==> config.mk <==
export PLATFORM = sky130hd
export DESIGN_NAME = page_translate_lru_core
export DESIGN_NICKNAME = d
export VERILOG_FILES = /design/src/hw/rtl/ptlru_pkg.sv /design/src/hw/rtl/ptlru_ram.sv /design/src/hw/rtl/ptlru_ctrl.sv /design/src/hw/rtl/ptlru_dp.sv /design/src/hw/rtl/page_translate_lru_core.sv
export SDC_FILE = /design/constraint.sdc
export NUM_CORES = 1
export LEC_CHECK = 0
export ABC_AREA = 1
export BUFFER_PORTS_ARGS = -buffer_cell sky130_fd_sc_hd__buf_2
export CAP_MARGIN = 20
export CELL_PAD_IN_SITES_DETAIL_PLACEMENT = 1
export CELL_PAD_IN_SITES_GLOBAL_PLACEMENT = 1
export CORE_ASPECT_RATIO = 1.2
export CORE_MARGIN = 8
export CORE_UTILIZATION = 35
export DETAILED_ROUTE_END_ITERATION = 10
export GPL_ROUTABILITY_DRIVEN = 0
export PLACE_DENSITY = 0.72
export SYNTH_ARGS = -nofsm -noshare
export SYNTH_HDL_FRONTEND = slang
export SYNTH_SLANG_ARGS = --single-unit
==> constraint.sdc <==
create_clock -name clk -period 12.1 [get_ports clk]
set_input_delay 0.605 -clock clk [delete_from_list [all_inputs] [get_ports clk]]
set_output_delay 0.605 -clock clk [all_outputs]
set_load 0.01 [all_outputs]
==> src/hw/rtl/ptlru_pkg.sv <==
`default_nettype none
package ptlru_pkg;

  localparam int LA_W = 12;
  localparam int PA_W = 10;
  localparam int FAULT_W = 32;
  localparam int STAMP_W = 32;

  localparam int NUM_PAGES_DEF = 32;
  localparam int NUM_FRAMES_DEF = 8;
  localparam int PAGE_BYTES_DEF = 128;

  typedef enum logic [1:0] {
    ST_IDLE,
    ST_LOOKUP,
    ST_SCAN
  } state_t;

  typedef struct packed {
    logic load;
    logic scan_start;
    logic scan_step;
    logic commit;
    logic fault;
    logic evict;
  } cmd_t;

  typedef struct packed {
    logic hit;
    logic free_avail;
    logic scan_last;
  } status_t;

endpackage
`default_nettype wire

==> src/hw/rtl/ptlru_ram.sv <==
`default_nettype none
module ptlru_ram #(
  parameter int WIDTH = 8,
  parameter int DEPTH = 32
) (
  input  wire logic                     clk,
  input  wire logic                     we,
  input  wire logic [$clog2(DEPTH)-1:0] waddr,
  input  wire logic [WIDTH-1:0]         wdata,
  input  wire logic [$clog2(DEPTH)-1:0] raddr,
  output logic      [WIDTH-1:0]         rdata
);

  logic [WIDTH-1:0] mem [DEPTH];

  always_ff @(posedge clk) begin
    if (we) begin
      mem[waddr] <= wdata;
    end
    rdata <= mem[raddr];
  end

endmodule
`default_nettype wire

==> src/hw/rtl/ptlru_ctrl.sv <==
`default_nettype none
module ptlru_ctrl (
  input  wire logic               clk,
  input  wire logic               rst,
  input  wire logic               start,
  output logic                    busy,
  input  wire ptlru_pkg::status_t status,
  output ptlru_pkg::cmd_t         cmd
);

  ptlru_pkg::state_t state;
  ptlru_pkg::state_t state_next;

  always_ff @(posedge clk) begin
    if (rst) begin
      state <= ptlru_pkg::ST_IDLE;
    end else begin
      state <= state_next;
    end
  end

  always_comb begin
    state_next = state;
    cmd = '0;
    busy = 1'b1;
    unique case (state)
      ptlru_pkg::ST_IDLE: begin
        busy = 1'b0;
        if (start) begin
          cmd.load = 1'b1;
          state_next = ptlru_pkg::ST_LOOKUP;
        end
      end
      ptlru_pkg::ST_LOOKUP: begin
        if (status.hit) begin
          cmd.commit = 1'b1;
          state_next = ptlru_pkg::ST_IDLE;
        end else if (status.free_avail) begin
          cmd.commit = 1'b1;
          cmd.fault = 1'b1;
          state_next = ptlru_pkg::ST_IDLE;
        end else begin
          cmd.scan_start = 1'b1;
          state_next = ptlru_pkg::ST_SCAN;
        end
      end
      ptlru_pkg::ST_SCAN: begin
        cmd.scan_step = 1'b1;
        if (status.scan_last) begin
          cmd.commit = 1'b1;
          cmd.fault = 1'b1;
          cmd.evict = 1'b1;
          state_next = ptlru_pkg::ST_IDLE;
        end
      end
      default: begin
        state_next = ptlru_pkg::ST_IDLE;
      end
    endcase
  end

endmodule
`default_nettype wire

==> src/hw/rtl/ptlru_dp.sv <==
`default_nettype none
module ptlru_dp #(
  parameter int NUM_PAGES = ptlru_pkg::NUM_PAGES_DEF,
  parameter int NUM_FRAMES = ptlru_pkg::NUM_FRAMES_DEF,
  parameter int PAGE_BYTES = ptlru_pkg::PAGE_BYTES_DEF
) (
  input  wire logic                          clk,
  input  wire logic                          rst,
  input  wire logic [ptlru_pkg::LA_W-1:0]    logical_address,
  input  wire ptlru_pkg::cmd_t               cmd,
  output ptlru_pkg::status_t                 status,
  output logic                               done,
  output logic [ptlru_pkg::PA_W-1:0]         physical_address,
  output logic                               page_fault,
  output logic                               evicted,
  output logic [ptlru_pkg::FAULT_W-1:0]      fault_count
);

  localparam int OFF_W = $clog2(PAGE_BYTES);
  localparam int PAGE_W = $clog2(NUM_PAGES);
  localparam int FRAME_W = $clog2(NUM_FRAMES);
  localparam int STAMP_W = ptlru_pkg::STAMP_W;
  localparam int FAULT_W = ptlru_pkg::FAULT_W;
  localparam logic [FRAME_W-1:0] LAST_FRAME = FRAME_W'(NUM_FRAMES - 1);

  logic [ptlru_pkg::LA_W-1:0] addr_shift;
  logic [PAGE_W-1:0]          page_in;
  logic [PAGE_W-1:0]          page_q;
  logic [OFF_W-1:0]           offset_q;

  logic [NUM_PAGES-1:0]       page_valid;
  logic [NUM_FRAMES-1:0]      frame_free;
  logic [STAMP_W-1:0]         frame_last_use [NUM_FRAMES];
  logic [PAGE_W-1:0]          frame_owner [NUM_FRAMES];
  logic [STAMP_W-1:0]         access_counter;
  logic [FAULT_W-1:0]         fault_total;
  logic [FAULT_W-1:0]         fault_total_next;

  logic [FRAME_W-1:0]         ram_rdata;
  logic [FRAME_W-1:0]         free_idx;
  logic [FRAME_W-1:0]         scan_idx;
  logic [FRAME_W-1:0]         best;
  logic [FRAME_W-1:0]         best_sel;
  logic [FRAME_W-1:0]         frame_sel;
  logic [FRAME_W+OFF_W-1:0]   pa_full;
  logic                       ram_we;

  assign addr_shift = logical_address >> OFF_W;
  assign page_in = addr_shift[PAGE_W-1:0];
  assign ram_we = cmd.commit && cmd.fault;

  ptlru_ram #(
    .WIDTH(FRAME_W),
    .DEPTH(NUM_PAGES)
  ) u_page_frame (
    .clk  (clk),
    .we   (ram_we),
    .waddr(page_q),
    .wdata(frame_sel),
    .raddr(page_in),
    .rdata(ram_rdata)
  );

  // lowest free frame from 1 upward
  always_comb begin
    free_idx = '0;
    for (int f = NUM_FRAMES - 1; f >= 1; f--) begin
      if (frame_free[f]) begin
        free_idx = FRAME_W'(f);
      end
    end
  end

  assign best_sel = (frame_last_use[scan_idx] < frame_last_use[best]) ? scan_idx : best;

  always_comb begin
    if (!cmd.fault) begin
      frame_sel = ram_rdata;
    end else if (!cmd.evict) begin
      frame_sel = free_idx;
    end else begin
      frame_sel = best_sel;
    end
  end

  assign status.hit = page_valid[page_q];
  assign status.free_avail = |frame_free[NUM_FRAMES-1:1];
  assign status.scan_last = (scan_idx == LAST_FRAME);

  assign fault_total_next = (cmd.fault && (fault_total != '1)) ? fault_total + 1'b1
                                                                 : fault_total;
  assign pa_full = {frame_sel, offset_q};

  always_ff @(posedge clk) begin
    if (cmd.load) begin
      page_q <= page_in;
      offset_q <= logical_address[OFF_W-1:0];
    end
    if (cmd.scan_start) begin
      scan_idx <= FRAME_W'(1);
      best <= FRAME_W'(1);
    end else if (cmd.scan_step) begin
      scan_idx <= scan_idx + 1'b1;
      best <= best_sel;
    end
    if (ram_we) begin
      frame_owner[frame_sel] <= page_q;
    end
    if (cmd.commit) begin
      physical_address <= ptlru_pkg::PA_W'(pa_full);
      page_fault <= cmd.fault;
      evicted <= cmd.evict;
      fault_count <= fault_total_next;
    end
  end

  always_ff @(posedge clk) begin
    if (rst) begin
      page_valid <= '0;
      frame_free <= ~NUM_FRAMES'(1);
      frame_last_use <= '{default: '0};
      access_counter <= '0;
      fault_total <= '0;
      done <= 1'b0;
    end else begin
      done <= cmd.commit;
      if (cmd.commit) begin
        if (cmd.fault) begin
          // drop the old owner before claiming the frame
          if (cmd.evict) begin
            page_valid[frame_owner[frame_sel]] <= 1'b0;
          end
          page_valid[page_q] <= 1'b1;
        end
        frame_last_use[frame_sel] <= access_counter;
        frame_free[frame_sel] <= 1'b0;
        access_counter <= access_counter + 1'b1;
        fault_total <= fault_total_next;
      end
    end
  end

endmodule
`default_nettype wire

==> src/hw/rtl/page_translate_lru_core.sv <==
// A request: IDLE takes start and launches the page-table RAM read, LOOKUP commits on a hit
// or a fault with a free frame, and done is registered from the commit. A fault that evicts
// first passes through SCAN, where the stamp search compares one frame per cycle. A new
// request is taken only in IDLE; busy stays high until commit.
// Reset (rst, synchronous): clears valid bits, frame state, stamps and counters;
// the page-frame RAM is not cleared. Results cannot be stalled.
`default_nettype none
module page_translate_lru_core #(
  parameter int NUM_PAGES = ptlru_pkg::NUM_PAGES_DEF,
  parameter int NUM_FRAMES = ptlru_pkg::NUM_FRAMES_DEF,
  parameter int PAGE_BYTES = ptlru_pkg::PAGE_BYTES_DEF
) (
  input  wire logic                          clk,
  input  wire logic                          rst,
  input  wire logic                          start,
  output logic                               busy,
  input  wire logic [ptlru_pkg::LA_W-1:0]    logical_address,
  output logic                               done,
  output logic [ptlru_pkg::PA_W-1:0]         physical_address,
  output logic                               page_fault,
  output logic                               evicted,
  output logic [ptlru_pkg::FAULT_W-1:0]      fault_count
);

  ptlru_pkg::cmd_t    cmd;
  ptlru_pkg::status_t status;

  ptlru_ctrl u_ctrl (
    .clk   (clk),
    .rst   (rst),
    .start (start),
    .busy  (busy),
    .status(status),
    .cmd   (cmd)
  );

  ptlru_dp #(
    .NUM_PAGES (NUM_PAGES),
    .NUM_FRAMES(NUM_FRAMES),
    .PAGE_BYTES(PAGE_BYTES)
  ) u_dp (
    .clk             (clk),
    .rst             (rst),
    .logical_address (logical_address),
    .cmd             (cmd),
    .status          (status),
    .done            (done),
    .physical_address(physical_address),
    .page_fault      (page_fault),
    .evicted         (evicted),
    .fault_count     (fault_count)
  );

endmodule
`default_nettype wire

# ---- Word level (Yosys, flattened, before mapping)
# Memories as Yosys holds them, arrays and structs flattened. A register that Yosys moved wholly into a read port is not among the register bits.
# Index checks and enable logic that the tools add are counted.
dict set report word_totals {
  ff_bits 425
  mem_bits_rw 136
  out_inout_bits 46
  elab_cells 114
  mem_count 2
}
# memory words width read_ports rd_ports_with_merged_regs write_ports line
set memory_table {}
lappend memory_table {u_dp.u_page_frame.mem 32 3 1 1 1 ptlru_ram.sv:14} ;# logic [WIDTH-1:0] mem [DEPTH];
lappend memory_table {u_dp.frame_owner 8 5 1 0 1 ptlru_dp.sv:34} ;# logic [PAGE_W-1:0] frame_owner [NUM_FRAMES];
dict set report classes {
  n_addsub 3
  n_lt_le_gt_ge 11
  eq_ne 6
  muxes 52
  bitwise 8
  reduce_logical 10
}
# cell count
set ops {}
lappend ops {{$mux 32} 10}
lappend ops {{$bwmux 256} 1}
lappend ops {{$bmux 32 s3} 2}
lappend ops {{$demux 32 s3} 1}
lappend ops {{$add 32x1->32 const B} 2}
lappend ops {{$mux 3} 11}
lappend ops {{$and 32x32->32} 1}
lappend ops {{$lt 32x32->1} 1}
lappend ops {{$ne 32x32->1 const B} 1}
lappend ops {{$not 32->32} 1}
lappend ops {{$or 32x32->32} 1}
lappend ops {{$mux 1} 16}
lappend ops {{$ge 4x4->1 const B} 3}
lappend ops {{$lt 5x6->1 const B} 2}
lappend ops {{$not 3->4} 3}
lappend ops {{$demux 1 s5} 2}
lappend ops {{$ge 5x1->1 const B} 2}
lappend ops {{$mux 2} 5}
lappend ops {{$and 8x8->8} 1}
lappend ops {{$not 8->8} 1}
lappend ops {{$reduce_or 7->1} 1}
lappend ops {{$logic_and 1x1->1} 6}
lappend ops {{$pmux 2 s3} 1}
lappend ops {{$bmux 1 s5} 1}
lappend ops {{other kinds (12)} 14}

# ---- Longest topological paths before layout
# Gate-level depths: netlist (run 1).
# An unclocked memory read counts as a cell.
dict set report logic_depth {
  ltp_word 21
  ltp_mapped 35
}

# ---- Cells and area by module
# A second synthesis (run 1) with hierarchy kept.
dict set report hier_totals {
  hier_cells 3351
  area_unflattened_um2 26623.0
}
# mod instances cells_per_inst area_per_inst_um2 seq_area_each_um2
set by_module_without_submodules {}
lappend by_module_without_submodules {ptlru_dp 1 2939 22280.1 10209.8}
lappend by_module_without_submodules {ptlru_ram 1 377 4127.7 2942.8}
lappend by_module_without_submodules {ptlru_ctrl 1 35 215.2 40.0}

# ---- Worst setup path after synthesis (run 1)
# No wires, ideal clock.
dict set report synth_timing {
  kind {register to register}
  start {register u_dp.scan_idx[0]}
  end {register u_dp.page_valid[9]}
  arrival_ns 4.188
  t_required_ns 11.968
  slack_ns 7.779
  stages_incl_launch_ff 30
  n_path_buf 5
  period_less_slack_ns 4.321
  path_cell_list {dfxtp_1 buf_4 inv_2 clkbuf_1 clkbuf_1 buf_1 a21oi_1 o21ai_0 a31oi_1 ha_1 a21oi_1 o21ai_0 nand3_1 a21oi_1 a211oi_1 o21a_1 nand2_1 nand2_1 nand3_2 a21oi_4 buf_2 nand3_1 nand2_1 nand2_1 nand2_1 nand2_2 nor2_2 nand2_1 nand2_1 a21oi_1}
}
dict set report synth_via {
  elab_chain_len 20
  elab_cells_between_ends 26
}
# item line
set synth_lines {}
lappend synth_lines {{start: declaration} ptlru_dp.sv:41} ;# logic [FRAME_W-1:0] scan_idx;
lappend synth_lines {{start signal: assignment} ptlru_dp.sv:103} ;# scan_idx <= scan_idx + 1'b1;
lappend synth_lines {{$not 3->4 (not written as such)} ptlru_dp.sv:74} ;# assign best_sel = (frame_last_use[scan_idx] < frame_last_use[best]) ? scan_idx : best;
lappend synth_lines {{$bmux 32 s3} ptlru_dp.sv:74}
lappend synth_lines {{$mux 32 (not written as such) (2 in a row)} ptlru_dp.sv:74}
lappend synth_lines {{$lt 32x32->1} ptlru_dp.sv:74}
lappend synth_lines {{$mux 3} ptlru_dp.sv:74}
lappend synth_lines {{$mux 3} ptlru_dp.sv:79} ;# end else if (!cmd.evict) begin
lappend synth_lines {{$mux 3 (*)} ptlru_dp.sv:77} ;# if (!cmd.fault) begin
lappend synth_lines {{named net u_dp.frame_sel[1]} ptlru_dp.sv:44} ;# logic [FRAME_W-1:0] frame_sel;
lappend synth_lines {{[... 4 more ...]} n/a}
lappend synth_lines {{$demux 1 s5 (*)} n/a}
lappend synth_lines {{$not 32->32 (no source line) (*)} n/a}
lappend synth_lines {{$and 32x32->32 (no source line) (*)} n/a}
lappend synth_lines {{$mux 32 (*)} ptlru_dp.sv:130} ;# if (cmd.evict) begin
lappend synth_lines {{$mux 32 (*)} ptlru_dp.sv:128} ;# if (cmd.fault) begin
lappend synth_lines {{$mux 32 (*)} ptlru_dp.sv:127} ;# if (cmd.commit) begin
lappend synth_lines {{$mux 32 (*)} ptlru_dp.sv:118} ;# if (rst) begin
lappend synth_lines {{$or 32x32->32 (no source line) (*)} n/a}
lappend synth_lines {{end signal: assignment} ptlru_dp.sv:119} ;# page_valid <= '0;
lappend synth_lines {{end signal: indexed assignment} ptlru_dp.sv:131} ;# page_valid[frame_owner[frame_sel]] <= 1'b0;
lappend synth_lines {{end signal: indexed assignment} ptlru_dp.sv:133} ;# page_valid[page_q] <= 1'b1;
lappend synth_lines {{end: declaration} ptlru_dp.sv:31} ;# logic [NUM_PAGES-1:0] page_valid;
# The timed path passes the listed nets; every way through them passes the cells marked *. The select of a mux whose other input is x is not followed.
# A chain may end at the register's enable or synchronous reset.

# ---- Worst setup path after layout (run 1)
dict set report layout_timing {
  start {register u_dp.scan_idx[0]}
  end {register u_dp.frame_last_use[144] (netlist name)}
}
dict set report layout_via {
  elab_chain_len 14
  elab_cells_between_ends 19
}
# item line
set layout_lines {}
lappend layout_lines {{$not 3->4 (not written as such)} ptlru_dp.sv:74}
lappend layout_lines {{$bmux 32 s3} ptlru_dp.sv:74}
lappend layout_lines {{$mux 32 (not written as such) (2 in a row)} ptlru_dp.sv:74}
lappend layout_lines {{$lt 32x32->1} ptlru_dp.sv:74}
lappend layout_lines {{$mux 3} ptlru_dp.sv:74}
lappend layout_lines {{$mux 3} ptlru_dp.sv:79}
lappend layout_lines {{$mux 3 (*)} ptlru_dp.sv:77}
lappend layout_lines {{named net u_dp.frame_sel[0]} ptlru_dp.sv:44}
lappend layout_lines {{$not 3->4 (not written as such) (*)} ptlru_dp.sv:135} ;# frame_last_use[frame_sel] <= access_counter;
lappend layout_lines {{$ge 4x4->1 (not written as such) / $lt 4x1->1 (equally long branches)} ptlru_dp.sv:135}
lappend layout_lines {{$logic_and 1x1->1 (not written as such)} ptlru_dp.sv:135}
lappend layout_lines {{$mux 32 (not written as such)} ptlru_dp.sv:135}
lappend layout_lines {{$demux 32 s3 (*)} ptlru_dp.sv:135}
lappend layout_lines {{$bwmux 256 (*)} ptlru_dp.sv:135}
lappend layout_lines {{end signal: indexed assignment} ptlru_dp.sv:135}
lappend layout_lines {{end: declaration} ptlru_dp.sv:33} ;# logic [STAMP_W-1:0] frame_last_use [NUM_FRAMES];
# Marked as above.

==> flow_metrics.tcl, run 1 <==
set metrics [dict create \
    cts_made_buffers 60 \
    hold_viol_final 0 \
    firstDrtPassIters 5 \
    cts_sinks 563 \
    ir_drop_mv 0.123 \
    die_area_um2 84600 \
    rsz0062_at_grt "no" \
    synth-edff-count 192 \
    combPwrFrac_pct 31.9 \
    critPathMaxFanout 90 \
    design.core.area_um2 74900 \
    first_iter_violations 1408 \
    cap_violations 0 \
    grt_pass1_wl_mm 130 \
    drcViolationCount 0 \
    run_status "finished, final reports clean" \
    viasPerCell 5.37 \
    start_util_pct 35.3 \
    seq_area_frac_synth_pct 49.9 \
    cp_slowest_cell "buf_4" \
    p_int_w 0.00382 \
    final_area_um2 29300 \
    synthArstFlopShare_pct 0 \
    finalSetupViolCount 0 \
    ys_seq_elements 563 \
    path_class "reg -> reg" \
    reg2reg_to "u_dp.frame_last_use[144]" \
    synth_top_flop_cell "dfxtp_1" \
    crit_buf_inv 4 \
    slew_headroom_pct 30.4 \
    n_antenna_cell 0 \
    pwr-share-seq_pct 36.1 \
    grtUsageTotal_pct 19.1 \
    clock_latency_ns 0.67 \
    grt_pass1_vias 23200 \
    holdPathStages 1 \
    post_cts_buffers 0 \
    r2r_setup_slack_ns 5.16 \
    r2r-start "u_dp.scan_idx[0]" \
    min_to "u_dp.offset_q[0]" \
    antenna_found_initial 0 \
    power_leakage_nw 10.2 \
    drive_above_1_share_pct 7.93 \
    holdBufCountCts 0 \
    fp.dieW_um 267 \
    powerDensity_nw_per_um2 209 \
    wl_per_cell_um 19.2 \
    avgSynthCellArea_um2 8.07 \
    fin_crit_ns 6.94 \
    cp-startpoint "u_dp.scan_idx[0]" \
    root_buffer "clkbuf_16" \
    setup_slack_ns 5.16 \
    syn_area_um2 26400 \
    hold_path.class "in -> reg" \
    worst_pin_slew_ns 1.04 \
    dp_hpwl_mm 49.0 \
    worstRegToRegCells 26 \
    wl_mm 81.8 \
    fin_worst_skew_ns 0.0434 \
    switching_share_pct 37.5 \
    crit_top_cell "nand2_1" \
    htree_levels 2 \
    fin_nets 3246 \
    syn_to_final_growth_pct 10.9 \
    rows 110 \
    fin_crit_sh_pct 57.3 \
    fmax_ghz 0.144 \
    grt-ovfl-total 0 \
    dp_slack_ns 5.26 \
    crit_arrival_ns 7.50 \
    clk_pin_slew_ns 0.07 \
    die_h_um 317 \
    startpoint_type "flip-flop" \
    place_area_um2 27200 \
    io_buffer_count 60 \
    p_sw_w 0.00230 \
    syn_nets 3325 \
    drv_slew 0 \
    slowest_delay_ns 0.82 \
    yosysWarningCount 0 \
    power_frac_clock_pct 32.0 \
    finalPower_w 0.00612 \
    hp-start "logical_address[0]" \
    io-pin-count 61 \
    syn_inst 3272 \
    cp.required_ns 12.67 \
    ctsResizeCount 0 \
    fin_setup_tns_ns 0 \
    critPathCaptureType "flip-flop" \
    netlist-cell-type-count 56 \
    nFillCells 9082 \
    clockBufferDepth 3 \
    num_vias 22800 \
    grt_max_degree 109 \
    crit_family "buffers and inverters" \
    drtAntennaViolNets 0 \
    cts_tree "yes" \
]
==> worst max-delay path by stage <==
| stage | cells after the start | endpoint | slack, ns |
|---|---|---|---|
| 4_1_cts | 27 | u_dp.frame_last_use[64] | 5.20 |
| 5_1_grt | 27 | u_dp.frame_last_use[64] | 4.50 |
| 2_1_floorplan | 29 | u_dp.page_valid[9] | 7.78 |
| 3_3_place_gp | 27 | u_dp.frame_last_use[0] | 5.40 |
| 6_report | 26 | u_dp.frame_last_use[144] | 5.16 |
| 3_5_place_dp | 27 | u_dp.frame_last_use[64] | 5.26 |
==> sequential cells by signal (all words and copies together), names as in the netlist, 3 cells and up <==
name	count
u_dp.frame_free	7
u_dp.frame_owner	40
u_dp.best	3
u_dp.page_valid	32
u_dp.access_counter	32
u_dp.physical_address	10
u_dp.scan_idx	3
u_dp.fault_total	32
u_dp.offset_q	7
u_dp.frame_last_use	256
u_dp.u_page_frame.mem	96
u_dp.page_q	5
u_dp.fault_count	32
u_dp.u_page_frame.rdata	3
==> worst reg2reg max path, delay by kind of cell (launching register included) <==
family | cells | cell delay (ns)
DFF | 1 | 0.50
adders and majority gates | 1 | 0.33
AOI/OAI and AO/OA | 5 | 1.02
and+or+nand+nor | 16 | 2.29
buffers and inverters | 4 | 2.71
==> logic make-up after synthesis <==
group	share of synthesized area [%]
buffers and inverters	8.26
adder cells (fa/ha/maj)	1.80
AND/OR/NAND/NOR	13.3
XOR/XNOR	1.03
flip-flops	49.9
AO/OA/AOI/OAI	25.6
==> per-layer routing <==
layer,vias up,wire length (um),global-route usage [%]
met5,-,0,0
met4,0,2430,6.36
met3,149,3130,2.49
met2,394,40200,33.6
met1,11200,36100,24.0
li1,11100,-,-
==> through the flow <==
stage                     utilization, %  hold WS, ns  std cells
after floorplan                        -        0.400       3272
after global placement              36.4        0.401       4139
after detailed placement            36.4        0.406       4139
after CTS                           39.1       0.0958       4250
after global routing                39.1        0.110       4250
final                               39.1        0.144       4250
==> Yosys cell counts (14+ instances only) <==
cell | count | area [um2]
nor3_1 | 39 | 195
ha_1 | 38 | 475
a31oi_1 | 35 | 219
dfxtp_1 | 371 | 7430
edfxtp_1 | 192 | 5770
buf_2 | 35 | 175
xor2_1 | 30 | 263
o21ai_1 | 51 | 255
a22oi_1 | 16 | 120
nand2_1 | 321 | 1200
inv_1 | 274 | 1030
clkinv_1 | 19 | 71.3
clkbuf_1 | 162 | 608
a21oi_1 | 519 | 2600
nor2_1 | 258 | 968
o221ai_1 | 16 | 140
nor2_4 | 14 | 158
nand3_1 | 108 | 541
o21ai_0 | 632 | 3160
nand4_1 | 18 | 113
==> cell type report <==
class	instances	area [um2]	share of cell area, %
repair buffers	87	505	1.72
multi-input cells	2173	11100	37.8
inverters	308	1180	4.03
flip-flops and latches	563	13200	45.1
well taps	1008	1260	4.30
clock buffers	81	1670	5.70
clock inverters	30	413	1.41
==> placed cells by master, fill, tap and decap left out, types with 10 or more instances in the layout <==
cell,instances
nor3_1,39
buf_2,59
nand3_1,108
clkbuf_16,60
nor2_4,18
inv_1,272
o21ai_1,51
clkinv_2,11
nand2_1,321
o221ai_1,16
xor2_1,30
ha_1,38
dfxtp_1,365
edfxtp_1,192
clkinv_1,20
a22oi_1,16
o21ai_0,632
a31oi_1,35
buf_4,28
nand2_2,10
clkbuf_1,12
a21oi_1,519
nor2_1,256
inv_2,11
nand4_1,18
==> power groups by stage <==
stage	registers (W)	clock network (W)	logic (W)
2_1_floorplan	0.00218	0	0.00138
3_3_place_gp	0.00225	0	0.00191
3_5_place_dp	0.00225	0	0.00194
4_1_cts	0.00221	0.00200	0.00196
5_1_grt	0.00222	0.00207	0.00219
6_report	0.00221	0.00196	0.00195
Note: power is estimated with default switching activity, not from simulation.
==> run 2, diff against run 1 <==
Settings changed: PLACE_DENSITY 0.72 to 0.74.
Clock period 12.1 ns to 5.7 ns, I/O delays scaled along.
==> run 2 against run 1 <==
Net effect:
- worst hold slack worse by 0.052 ns
- clock-buffer cell count stayed put
- maximum frequency is 39% higher
- sequential cell count stayed put
- wire length is 0.44% higher
- clock power is 110% higher
==> flow_metrics.tcl, run 2 (synthesis gave the netlist of run 1 again) <==
set metrics [dict create \
    run_status "finished, final reports clean" \
    first_iter_violations 1381 \
    hold_viol_final 0 \
    path_class "reg -> reg" \
    drv_slew 0 \
    dp_hpwl_mm 52.2 \
    rows 110 \
    grtUsageTotal_pct 19.1 \
    clock_latency_ns 0.66 \
    crit_arrival_ns 5.59 \
    p_int_w 0.00824 \
    io_buffer_count 60 \
    design.core.area_um2 74900 \
    htree_levels 2 \
    reg.largest.list "u_dp.frame_last_use: 256 flops, u_dp.u_page_frame.mem: 96 flops, u_dp.frame_owner: 40 flops" \
    critPathCaptureType "flip-flop" \
    cts_made_buffers 60 \
    wl_mm 82.2 \
    viasPerCell 5.37 \
    finalPower_w 0.0131 \
    grt-ovfl-total 0 \
    slowest_delay_ns 0.49 \
    place_area_um2 27600 \
    syn_to_final_growth_pct 12.7 \
    fmax_ghz 0.200 \
    num_vias 23000 \
    start_util_pct 35.3 \
    layout_common_cells "o21ai_0, a21oi_1, dfxtp_1" \
    ctsResizeCount 0 \
    clk_pin_slew_ns 0.06 \
    rsz0062_at_grt "no" \
    reg2reg_to "u_dp.frame_last_use[180]" \
    fp.dieW_um 267 \
    worst_pin_slew_ns 0.816 \
    grt_max_degree 167 \
    post_cts_buffers 0 \
    drive_above_1_share_pct 8.39 \
    layout.cells.non_filler 4287 \
    finalSetupViolCount 0 \
    cp_slowest_cell "buf_4" \
    grt_pass1_wl_mm 131 \
    drtAntennaViolNets 0 \
    hp-start "rst" \
    pwr-share-seq_pct 35.2 \
    drcViolationCount 0 \
    ir_drop_mv 0.273 \
    combPwrFrac_pct 33.3 \
    fin_nets 3280 \
    io-pin-count 61 \
    fin_setup_tns_ns 0 \
    holdPathStages 2 \
    switching_share_pct 37.2 \
    antenna_found_initial 0 \
    firstDrtPassIters 5 \
    nFillCells 9082 \
    die_h_um 317 \
    fin_crit_sh_pct 87.7 \
    worstRegToRegCells 25 \
    min_to "u_dp.fault_total[31]" \
    final_common_cell "o21ai_0" \
    r2r_setup_slack_ns 0.70 \
    dp.cells 4161 \
    fin_worst_skew_ns 0.0580 \
    r2r-start "u_dp.best[0]" \
    n_antenna_cell 0 \
    wl_per_cell_um 19.2 \
    final_area_um2 29800 \
    die_area_um2 84600 \
    power_frac_clock_pct 31.5 \
    cap_violations 0 \
    crit_buf_inv 4 \
    root_buffer "clkbuf_16" \
    regMostFlops "u_dp.frame_last_use" \
    final_core_util_pct 39.8 \
    powerDensity_nw_per_um2 440 \
    hold_path.class "in -> reg" \
    critPathMaxFanout 51 \
    cts_tree "yes" \
    crit_top_cell "nand2_1" \
    grt_pass1_vias 23800 \
    fin_crit_ns 5.00 \
    largest_reg_flops 256 \
    clockBufferDepth 3 \
    power_leakage_nw 10.5 \
    startpoint_type "flip-flop" \
    slew_headroom_pct 45.6 \
    p_sw_w 0.00487 \
    cts_sinks 563 \
    cp.required_ns 6.29 \
    crit_family "compound AO/OA/AOI/OAI gates" \
]
[run 2: per-layer routing]
metal	track usage, %	up-vias	part of all wire (%)	routed length, um
met2	34.8	472	50	41200
met4	7.20	0	3.6	2920
met3	2.71	168	4.0	3300
li1	-	11200	-	-
met1	22.6	11200	42	34700
met5	0	-	0	0
[run 2: worst max-delay path by stage]
stage | start | endpoint | slack (ns) | cells past startpoint
4_1_cts | u_dp.best[1] | u_dp.frame_last_use[169] | 0.67 | 26
6_report | u_dp.best[0] | u_dp.frame_last_use[180] | 0.70 | 25
2_1_floorplan | u_dp.scan_idx[0] | u_dp.page_valid[9] | 1.38 | 29
5_1_grt | u_dp.best[0] | u_dp.frame_last_use[167] | 0.17 | 25
3_5_place_dp | u_dp.best[1] | u_dp.frame_last_use[172] | 0.75 | 26
3_3_place_gp | u_dp.best[0] | u_dp.frame_last_use[169] | 0.93 | 25
[run 2: stage by stage]
step                      setup slack, ns  hold slack [ns]
final                               0.703           0.0924
after global routing                0.168            0.103
after CTS                           0.668           0.0734
after detailed placement            0.751            0.405
after global placement              0.927            0.400
after floorplan                      1.38            0.384
[run 2: final cells by class]
class / instances / area, um2 / share of cell area, %
flip-flops and latches: 563 / 13200 / 44.4
multi-input cells: 2173 / 11100 / 37.2
clock buffers: 81 / 1630 / 5.48
well taps: 1008 / 1260 / 4.24
inverters: 308 / 1180 / 3.97
repair buffers: 121 / 983 / 3.30
clock inverters: 33 / 443 / 1.49
[run 2: power groups by stage]
stage	Sequential (W)	Clock (W)	Combinational, W
floorplan	0.00462	0	0.00293
detailed placement	0.00470	0	0.00435
CTS	0.00461	0.00424	0.00438
global placement	0.00469	0	0.00428
finish	0.00461	0.00413	0.00437
global route	0.00464	0.00437	0.00487
[run 2: what timing repair did]
| item | in CTS | in global routing |
|---|---|---|
| hold buffers | 11 | 0 |
| endpoints found under the hold margin | 13 | 0 |
| endpoints found under the setup margin | 0 | 0 |
